`config.mk`:
```
export PLATFORM = sky130hd
export DESIGN_NAME = cau_cell
export DESIGN_NICKNAME = d
export VERILOG_FILES = /design/src/design/complex_arithmetic_unit_core_defines.svh /design/src/design/cau_pkg.sv /design/src/design/cau_cell.sv
export SDC_FILE = /design/constraint.sdc
export NUM_CORES = 1
export LEC_CHECK = 0
export ABC_CLOCK_PERIOD_IN_PS = 4350
export BUFFER_PORTS_ARGS = -buffer_cell sky130_fd_sc_hd__clkbuf_2
export CAP_MARGIN = 10
export CORE_AREA = 2 2 217 219
export DETAILED_ROUTE_END_ITERATION = 8
export DIE_AREA = 0 0 219 221
export HOLD_SLACK_MARGIN = 0.03
export PLACE_DENSITY = 0.56
export SLEW_MARGIN = 20
export SYNTH_ARGS = -nofsm -noshare
export SYNTH_HDL_FRONTEND = slang
export SYNTH_SLANG_ARGS = --single-unit
```
`constraint.sdc`:
```
create_clock -name clk -period 4.35 [get_ports clk]
set_input_delay 0.87 -clock clk [delete_from_list [all_inputs] [get_ports clk]]
set_output_delay 0.87 -clock clk [all_outputs]
set_load 0.01 [all_outputs]
```
`src/design/complex_arithmetic_unit_core_defines.svh`:
```
// Assertion macros for the complex arithmetic unit core.
`ifndef COMPLEX_ARITHMETIC_UNIT_CORE_DEFINES_SVH
`define COMPLEX_ARITHMETIC_UNIT_CORE_DEFINES_SVH
`ifndef SYNTHESIS
`define CAU_ASSERT_IMP(lbl, ante, cons) \
  lbl: assert property (@(posedge clk) disable iff (!rst_n) (ante) |-> (cons)) \
    else $error("assertion failed");
`define CAU_ASSERT_DLY(lbl, ante, dly, cons) \
  lbl: assert property (@(posedge clk) disable iff (!rst_n) (ante) |-> ##dly (cons)) \
    else $error("assertion failed");
`else
`define CAU_ASSERT_IMP(lbl, ante, cons)
`define CAU_ASSERT_DLY(lbl, ante, dly, cons)
`endif
`endif

```
`src/design/cau_pkg.sv`:
```
// Package: widths, command codes, cell types and saturation for the complex arithmetic unit.
`default_nettype none
package cau_pkg;
  localparam int DW = 16;
  localparam int FB = 8;
  localparam int PW = 2 * DW;
  localparam int SW = 2 * DW + 1;
  localparam int MW = 2 * DW;
  localparam int QW = DW + 1;
  localparam int NW = MW + FB;
  localparam int TW = QW + 1;
  localparam int VW = 2 * QW;
  localparam int NSTEP = QW;
  localparam int LAT = NSTEP + 4;

  localparam logic signed [SW-1:0] SAT_HI = {{(SW-DW+1){1'b0}}, {(DW-1){1'b1}}};
  localparam logic signed [SW-1:0] SAT_LO = {{(SW-DW+1){1'b1}}, {(DW-1){1'b0}}};
  localparam logic [DW-1:0] DMAX_V = {1'b0, {(DW-1){1'b1}}};
  localparam logic [DW-1:0] DMIN_V = {1'b1, {(DW-1){1'b0}}};

  typedef enum logic [2:0] {
    CMD_ADD  = 3'd0,
    CMD_SUB  = 3'd1,
    CMD_MUL  = 3'd2,
    CMD_DIV  = 3'd3,
    CMD_CONJ = 3'd4,
    CMD_NEG  = 3'd5,
    CMD_MAG  = 3'd6
  } cmd_t;

  typedef struct packed {
    logic [DW-1:0] val;
    logic          ov;
  } sat_t;

  typedef struct packed {
    cmd_t          cmd;
    logic [DW-1:0] rr;
    logic [DW-1:0] ri;
    logic          ov;
    logic          dz;
    logic          neg_re;
    logic          neg_im;
    logic          pov_re;
    logic          pov_im;
  } tag_t;

  typedef struct packed {
    logic [MW-1:0] rem;
    logic [QW-1:0] nb;
    logic [QW-1:0] q;
  } div_lane_t;

  typedef struct packed {
    logic [TW-1:0] rem;
    logic [VW-1:0] rad;
    logic [QW-1:0] root;
  } sqrt_lane_t;

  typedef struct packed {
    tag_t          tag;
    logic [MW-1:0] den;
    div_lane_t     dre;
    div_lane_t     dim;
    sqrt_lane_t    sq;
  } cell_t;

  function automatic sat_t sat_fn(input logic signed [SW-1:0] v);
    sat_t s;
    if (v > SAT_HI) begin
      s.val = DMAX_V;
      s.ov  = 1'b1;
    end else if (v < SAT_LO) begin
      s.val = DMIN_V;
      s.ov  = 1'b1;
    end else begin
      s.val = v[DW-1:0];
      s.ov  = 1'b0;
    end
    return s;
  endfunction
endpackage
`default_nettype wire

```
`src/design/cau_cell.sv`:
```
// One cell of the divide/square-root chain: one quotient bit per lane and one root bit.
`default_nettype none
module cau_cell import cau_pkg::*; (
  input  logic  clk,
  input  logic  rst_n,
  input  logic  in_vld,
  input  cell_t in_cell,
  output logic  out_vld,
  output cell_t out_cell
);
  logic  vld_r;
  cell_t cell_r;
  cell_t cell_nxt;

  function automatic div_lane_t div_step(input div_lane_t l, input logic [MW-1:0] den);
    div_lane_t     o;
    logic [MW:0]   r2;
    r2 = {l.rem, l.nb[QW-1]};
    o.nb = {l.nb[QW-2:0], 1'b0};
    if (r2 >= {1'b0, den}) begin
      o.rem = MW'(r2 - {1'b0, den});
      o.q   = {l.q[QW-2:0], 1'b1};
    end else begin
      o.rem = r2[MW-1:0];
      o.q   = {l.q[QW-2:0], 1'b0};
    end
    return o;
  endfunction

  function automatic sqrt_lane_t sqrt_step(input sqrt_lane_t s);
    sqrt_lane_t    o;
    logic [TW+1:0] rp;
    logic [TW+1:0] trial;
    rp    = {s.rem, s.rad[VW-1:VW-2]};
    trial = (TW+2)'({s.root, 2'b01});
    o.rad = {s.rad[VW-3:0], 2'b00};
    if (rp >= trial) begin
      o.rem  = TW'(rp - trial);
      o.root = {s.root[QW-2:0], 1'b1};
    end else begin
      o.rem  = TW'(rp);
      o.root = {s.root[QW-2:0], 1'b0};
    end
    return o;
  endfunction

  always_comb begin
    cell_nxt     = in_cell;
    cell_nxt.dre = div_step(in_cell.dre, in_cell.den);
    cell_nxt.dim = div_step(in_cell.dim, in_cell.den);
    cell_nxt.sq  = sqrt_step(in_cell.sq);
  end

  always_ff @(posedge clk) begin
    if (!rst_n) begin
      vld_r <= 1'b0;
    end else begin
      vld_r <= in_vld;
    end
  end

  always_ff @(posedge clk) begin
    cell_r <= cell_nxt;
  end

  assign out_vld  = vld_r;
  assign out_cell = cell_r;
endmodule
`default_nettype wire

```
After elaboration in Yosys (flattened, before gate mapping)
Index checks and enable logic that the tools add are counted.

Output and inout bits: 275. Word-level logic and storage cells: 32. Input bits: 277. Flip-flop bits (word level): 271.

Order comparisons: 3. Add/subtract/negate cells: 3. Muxes and demuxes: 6.

Operators by type and width (count): 33-bit by 32-bit greater-or-equal comparator with 1-bit output (2); 32-bit 2-to-1 mux (2); 32-bit subtractor (2); 20-bit by 19-bit greater-or-equal comparator with 1-bit output (1); 18-bit 2-to-1 mux (1); 18-bit subtractor (1); 1-bit 2-to-1 mux (3).

Logic depth before layout (Yosys ltp)
Gate-level depths: netlist of the first run.

Word-level depth: 2. Mapped depth: 14. Depth with buffers taken out: 12.

Least setup slack after synthesis of the first run
No wires, ideal clock.

Path kind: in2reg. From: input in_cell[211] in the netlist's numbering. To: register cell_r, in the netlist out_cell[107]. Stages: 13. Setup time: 0.121 ns. Buffers on the path: 2. Arrival time: 3.223 ns. Path slack: 1.005 ns. Cells stage by stage: inv_1 ha_1 a21o_1 a31oi_2 o22ai_1 a21oi_2 a21oi_2 o31ai_1 a21oi_1 or4_1 buf_6 buf_12 mux2_4.

RTL lines: start: declaration (RTL line cau_cell.sv:7) `input cell_t in_cell,`; end signal: assignment (RTL line cau_cell.sv:63) `cell_r <= cell_nxt;`; end: declaration (RTL line cau_cell.sv:12) `cell_t cell_r;`.

==> flow_summary.ini, run 1 <==
[status]
status = completed

[final_layout]
area_growth_pct = 42.4
final_nets = 1935
drive_above_1_share_pct = 42.7
fin_area_um2 = 15500

[synthesis]
synth-compound-area-share_pct = 13.2
synth.distinct_cells = 68
synth_area_leaders = dfxtp_1 50%, ha_1 9.5%, mux2_4 4.4%
synth.most_common_cell = dfxtp_1
synth_area_leader_cell = dfxtp_1
synth_edf_count = 0
synth_seq_cells = 271
yosysTopAreaCellShare_pct = 49.7
yosys-mux-area-fraction_pct = 9.28
synthSimpleGateAreaFrac_pct = 7.55
syn_inst = 992
synth_xor_area_share_pct = 6.10
yosys.area_share.adder_pct = 9.89
syn_area_per_cell_um2 = 11.0
async_flop_share_pct = 0
netlist_top_cells_count = 271 x dfxtp_1, 83 x ha_1, 71 x a21oi_1, 71 x inv_1, 51 x nand2_1
synth_top_family_by_area = compound AO/OA/AOI/OAI gates
ys_seq_area_share_pct = 49.7
syn_area_um2 = 10900
ys.flop_type = dfxtp_1
yosys_warnings = 0

[power_and_ir_drop]
power_density_nw_per_um2 = 466
vdd.ir_drop.worst_mv = 0.296
leakage_uw = 0.00792

[clock_tree]
clk_pin_slew_ps = 70
cts_max_path_buffers = 3
cts_setup_buffers = 0
holdBufCountCts = 0
cts_resized = 0
htree_num_levels = 2
cts_buffers = 34
cts-root-buf = clkbuf_16
tritoncts = built
clock-sinks = 271

[placed_design]
dp_hpwl_mm = 36.2
io_buffers = 545
finalWeightedCongestion = 0.872
dpl_cell_area_um2 = 14400

[timing]
rsz0062_at_grt = false
hold_viol_final = 0
setup_violations = 0
relSlewSlack_pct = 66.4
post-route-min-period_ps = 3440
tightestPinTransition_ps = 498
setup_tns_ps = 0
holdWs_ps = 435
max_freq_mhz = 291
min_period_over_period_pct = 79.1
maxSlewViolCount = 0

[detailed_routing]
drc_errors = 0
drt_iter0_drc = 429
dr.pass1.iters = 5
viasPerCell = 4.28
finalWirelength_mm = 42.6
wl_per_cell_um = 19.3
drtAntennaViolNets = 0
dr_total_vias = 9430

[floorplan]
die_x_um = 219
ios = 552
die_area_um2 = 48400
initial_core_util_pct = 23.7
design.core.area_um2 = 46100
rows = 79
die-height_um = 221

[global_routing]
antenna_found_initial = 8
grt_pass1_wl_mm = 61.1
grt_usage_pct = 17.1
grt_pass1_vias = 9767
gr-total-overflow = 0
grt_max_degree = 21

[min_path]
hold_class = primary input to register
min-delay-start = in_cell[84]

[worst_setup_path]
worstPathMaxFanout = 20
crit_start = in_cell[211]
worst_ep_arrival_time_ps = 3850
cp_data_required_time_ps = 4760
crit_type = primary input to register
start_kind = primary input
endpoint_kind = register

[flow_run]
cap_violations = 0
path summary, 6_finish.rpt:
check	end	slack (ps)	cells past startpoint
setup / recovery	out_cell[177]	910	13
hold / removal	out_cell[85]	440	1
logic make-up (layout without fill, tap and decap cells):
family | count (synthesis) | in the layout
adder cells (fa/ha/maj) | 85 | 85
AND/OR/NAND/NOR | 166 | 166
buffers and inverters | 92 | 693
flip-flops | 271 | 271
XOR/XNOR | 76 | 76
other | 1 | 6
multiplexers | 80 | 80
AO/OA/AOI/OAI | 221 | 221
cell type report:
| class | count | area (µm²) |
|---|---|---|
| timing repair buffer | 563 | 2900 |
| fill | 4808 | 30500 |
| antenna | 2 | 5.00 |
| sequential | 271 | 5430 |
| tap | 607 | 759 |
| multi-input combinational | 632 | 5050 |
| clock buffer | 45 | 963 |
| inverter | 71 | 267 |
| clock inverter | 14 | 165 |
layout by cell type, fill, tap and decap left out, types with 7 or more instances in the layout:
master,instances
o21a_1,9
nand4_1,14
xnor2_1,45
clkbuf_2,545
ha_1,83
mux2i_1,7
mux2_1,26
xor2_1,31
nand2_1,51
dfxtp_1,271
nor2b_1,9
nand3_1,15
clkbuf_16,35
a21oi_1,71
mux2_4,32
a31oi_1,11
buf_4,15
nand2b_1,9
nor2_1,35
o21bai_1,9
mux2_2,15
o211ai_1,8
a21o_1,34
inv_1,71
o21ai_0,37
state kept, by name, summed over array words and instances (netlist names):
signal / cells
out_cell: 270
out_vld: 1
per-layer routing:
metal	track usage (%)	wire length (µm)	part of all wire, %	vias up
li1	-	-	-	4630
met1	19.8	17300	41	4354
met2	29.8	20600	48	373
met3	5.83	3600	8.5	69
met4	4.75	1060	2.5	4
met5	0	27	0.063	-
worst max-delay path: stages:
cell	delay [ps]
clkbuf_2	100
inv_1	60
ha_1	380
a21oi_2	240
o21ai_1	130
a32o_1	270
a211oi_1	450
o21a_2	280
o31ai_4	110
nor2b_1	230
o211ai_4	190
buf_12	220
mux2_1	320
report_power, final:
part	switching, µW	total [µW]	internal (µW)
clock network	1110	2850	1740
registers	83.4	2830	2750
logic	838	1560	718
per-stage QoR:
| step | setup WS, ps | utilization [%] | power [µW] | instances |
|---|---|---|---|---|
| floorplan | 1010 | - | 3770 | 995 |
| detailed placement | 312 | 31.3 | 4460 | 2144 |
| global route | 684 | 33.7 | 7620 | 2203 |
| CTS | 873 | 33.7 | 7360 | 2203 |
| global placement | 335 | 31.3 | 4450 | 2144 |
| finish | 909 | 33.7 | 7240 | 2205 |
Note: power is estimated with default switching activity, not from simulation.
==> run 2, diff against run 1 <==
ABC_CLOCK_PERIOD_IN_PS = 2910   (was 4350)
CORE_AREA = 2 2 216 218   (was 2 2 217 219)
DIE_AREA = 0 0 218 220   (was 0 0 219 221)
PLACE_DENSITY = 0.58   (was 0.56)
clock period = 2.91 ns   (was 4.35 ns; I/O delays follow)
==> run 2 against run 1 <==
  * The run now ends with setup timing left
  * Non-clock buffer count is 203 higher
  * First-iteration DRC count is 9.1% lower
  * Power is 59% higher
  * Largest cell class unchanged
==> flow_summary.ini, run 2 (same netlist as run 1, synthesis figures left out) <==
[global_routing]
use_met2_pct = 29.7
grt_max_degree = 24
grt_pass1_vias = 10160
gr-total-overflow = 0
gr-max-usage-layer = met2
grt_pass1_wl_mm = 59.8
use_met1_pct = 18.7
grt_usage_pct = 16.8
antenna_found_initial = 7
grt_use_met3_pct = 5.74

[timing]
maxSlewViolCount = 0
setup_violations = 1
setup_tns_ps = -4.84
post-route-min-period_ps = 2910
max_freq_mhz = 343
min_period_over_period_pct = 100
hold_viol_final = 0
setup_slack_ps = -4.84

[detailed_routing]
wl_per_cell_um = 18.0
drtAntennaViolNets = 0
drc_errors = 0
finalWirelength_mm = 43.3
dr_total_vias = 10156
dr.pass1.iters = 4
viasPerCell = 4.22
drt_iter0_drc = 390

[floorplan]
die-height_um = 220
design.core.area_um2 = 45900
ios = 552
die_x_um = 218
initial_core_util_pct = 23.8
rows = 79
die_area_um2 = 48000

[placed_design]
io_buffers = 545
dpl_cell_area_um2 = 16000
dp_hpwl_mm = 35.7
dp_slack_ps = -605
finalWeightedCongestion = 0.857

[clock_tree]
clk_pin_slew_ps = 60
clock-sinks = 271
cts_buffers = 34
holdBufCountCts = 0
cts_max_path_buffers = 3
cts-root-buf = clkbuf_16
tritoncts = built
htree_num_levels = 2

[worst_setup_path]
start_kind = primary input
worst_ep_arrival_time_ps = 3330
cp_data_required_time_ps = 3320
worstPathMaxFanout = 3
cp_slowest_cell = or4b_1
endpoint_kind = register
slowest_delay_ps = 520
crit_type = primary input to register
cp_cell_sequence = clkbuf_2 -> inv_1 -> ha_4 -> a2111o_1 -> o2111ai_4 -> a21boi_2 -> a21oi_1 -> or4b_1 -> a31o_2 -> xor2_1 -> mux2_4

[power_and_ir_drop]
power_uw = 11500
leakage_uw = 0.00902
power_density_nw_per_um2 = 657
vdd.ir_drop.worst_mv = 0.554

[min_path]
whs_path_depth = 1
hold_class = primary input to register
min-delay-start = in_cell[41]
hold_end = out_cell[43]

[status]
status = finished, violations left
violations = setup timing

[final_layout]
nFillCells = 4648
layout_common_cells = 543 x clkbuf_2, 271 x dfxtp_1, 208 x buf_4
seq_area_um2 = 5430
final_nets = 2138
drive_above_1_share_pct = 51.5
multi_input_area_um2 = 5350
area_growth_pct = 60.9
final_common_cell = clkbuf_2
largest_register_ffs = 270
fin_area_um2 = 17600

[flow_run]
cap_violations = 0
run 2: changes by cell type in the layout (fill, tap and decap cells not counted), sizes merged:
cell,change
buf,+199
bufinv,+3
clkbuf,+3
clkinvlp,-4
diode,-1
inv,+1
run 2: area by class of cell:
class	instances	share of cell area (%)
diodes	1	0.0143
clock buffers	44	5.41
clock inverters	14	1.46
inverters	71	1.53
multi-input cells	632	30.5
flip-flops and latches	271	30.9
well taps	607	4.33
repair buffers	766	25.9
run 2: worst max-delay path by stage:
stage	start	end	slack [ps]	cells past startpoint
floorplan	in_cell[204]	out_cell[174]	-90	12
global placement	in_cell[208]	out_cell[126]	-600	13
detailed placement	in_cell[204]	out_cell[125]	-610	13
CTS	in_cell[204]	out_cell[185]	10	14
global route	in_cell[203]	out_cell[110]	-20	13
finish	in_cell[208]	out_cell[131]	-5	11
run 2: routing by layer:
metal	share of wire [%]	routed length (µm)
met1	39	17100
met2	49	21400
met3	8.0	3470
met4	3.0	1300
met5	0.16	69
run 2: stage by stage:
stage	cells	hold slack (ps)	util, %
floorplan	995	610	-
global placement	2337	684	34.8
detailed placement	2337	686	34.8
CTS	2395	91.5	37.4
global route	2406	104	38.3
finish	2406	139	38.3
run 2: where the power goes:
part,internal (µW),switching [µW],total (µW)
Combinational,1390,1360,2750
Sequential,4110,126,4230
Clock,2850,1710,4560
Total,8350,3190,11500
run 2: critical path, delay by kind of cell:
kind,cells,cell delay [ps]
and+or+nand+nor,1,520
muxes,1,260
adders and majority gates,1,240
AOI/OAI and AO/OA,5,1340
xor gates and xnor gates,1,140
buffers and inverters,2,240
run 2: timing repair:
item,4_1_cts,5_1_grt
cloned,0,6
setup endpoints to repair,36,63
buffers inserted,0,4
hold endpoints to repair,0,0
pin swaps,2,13
resized for setup,2,53
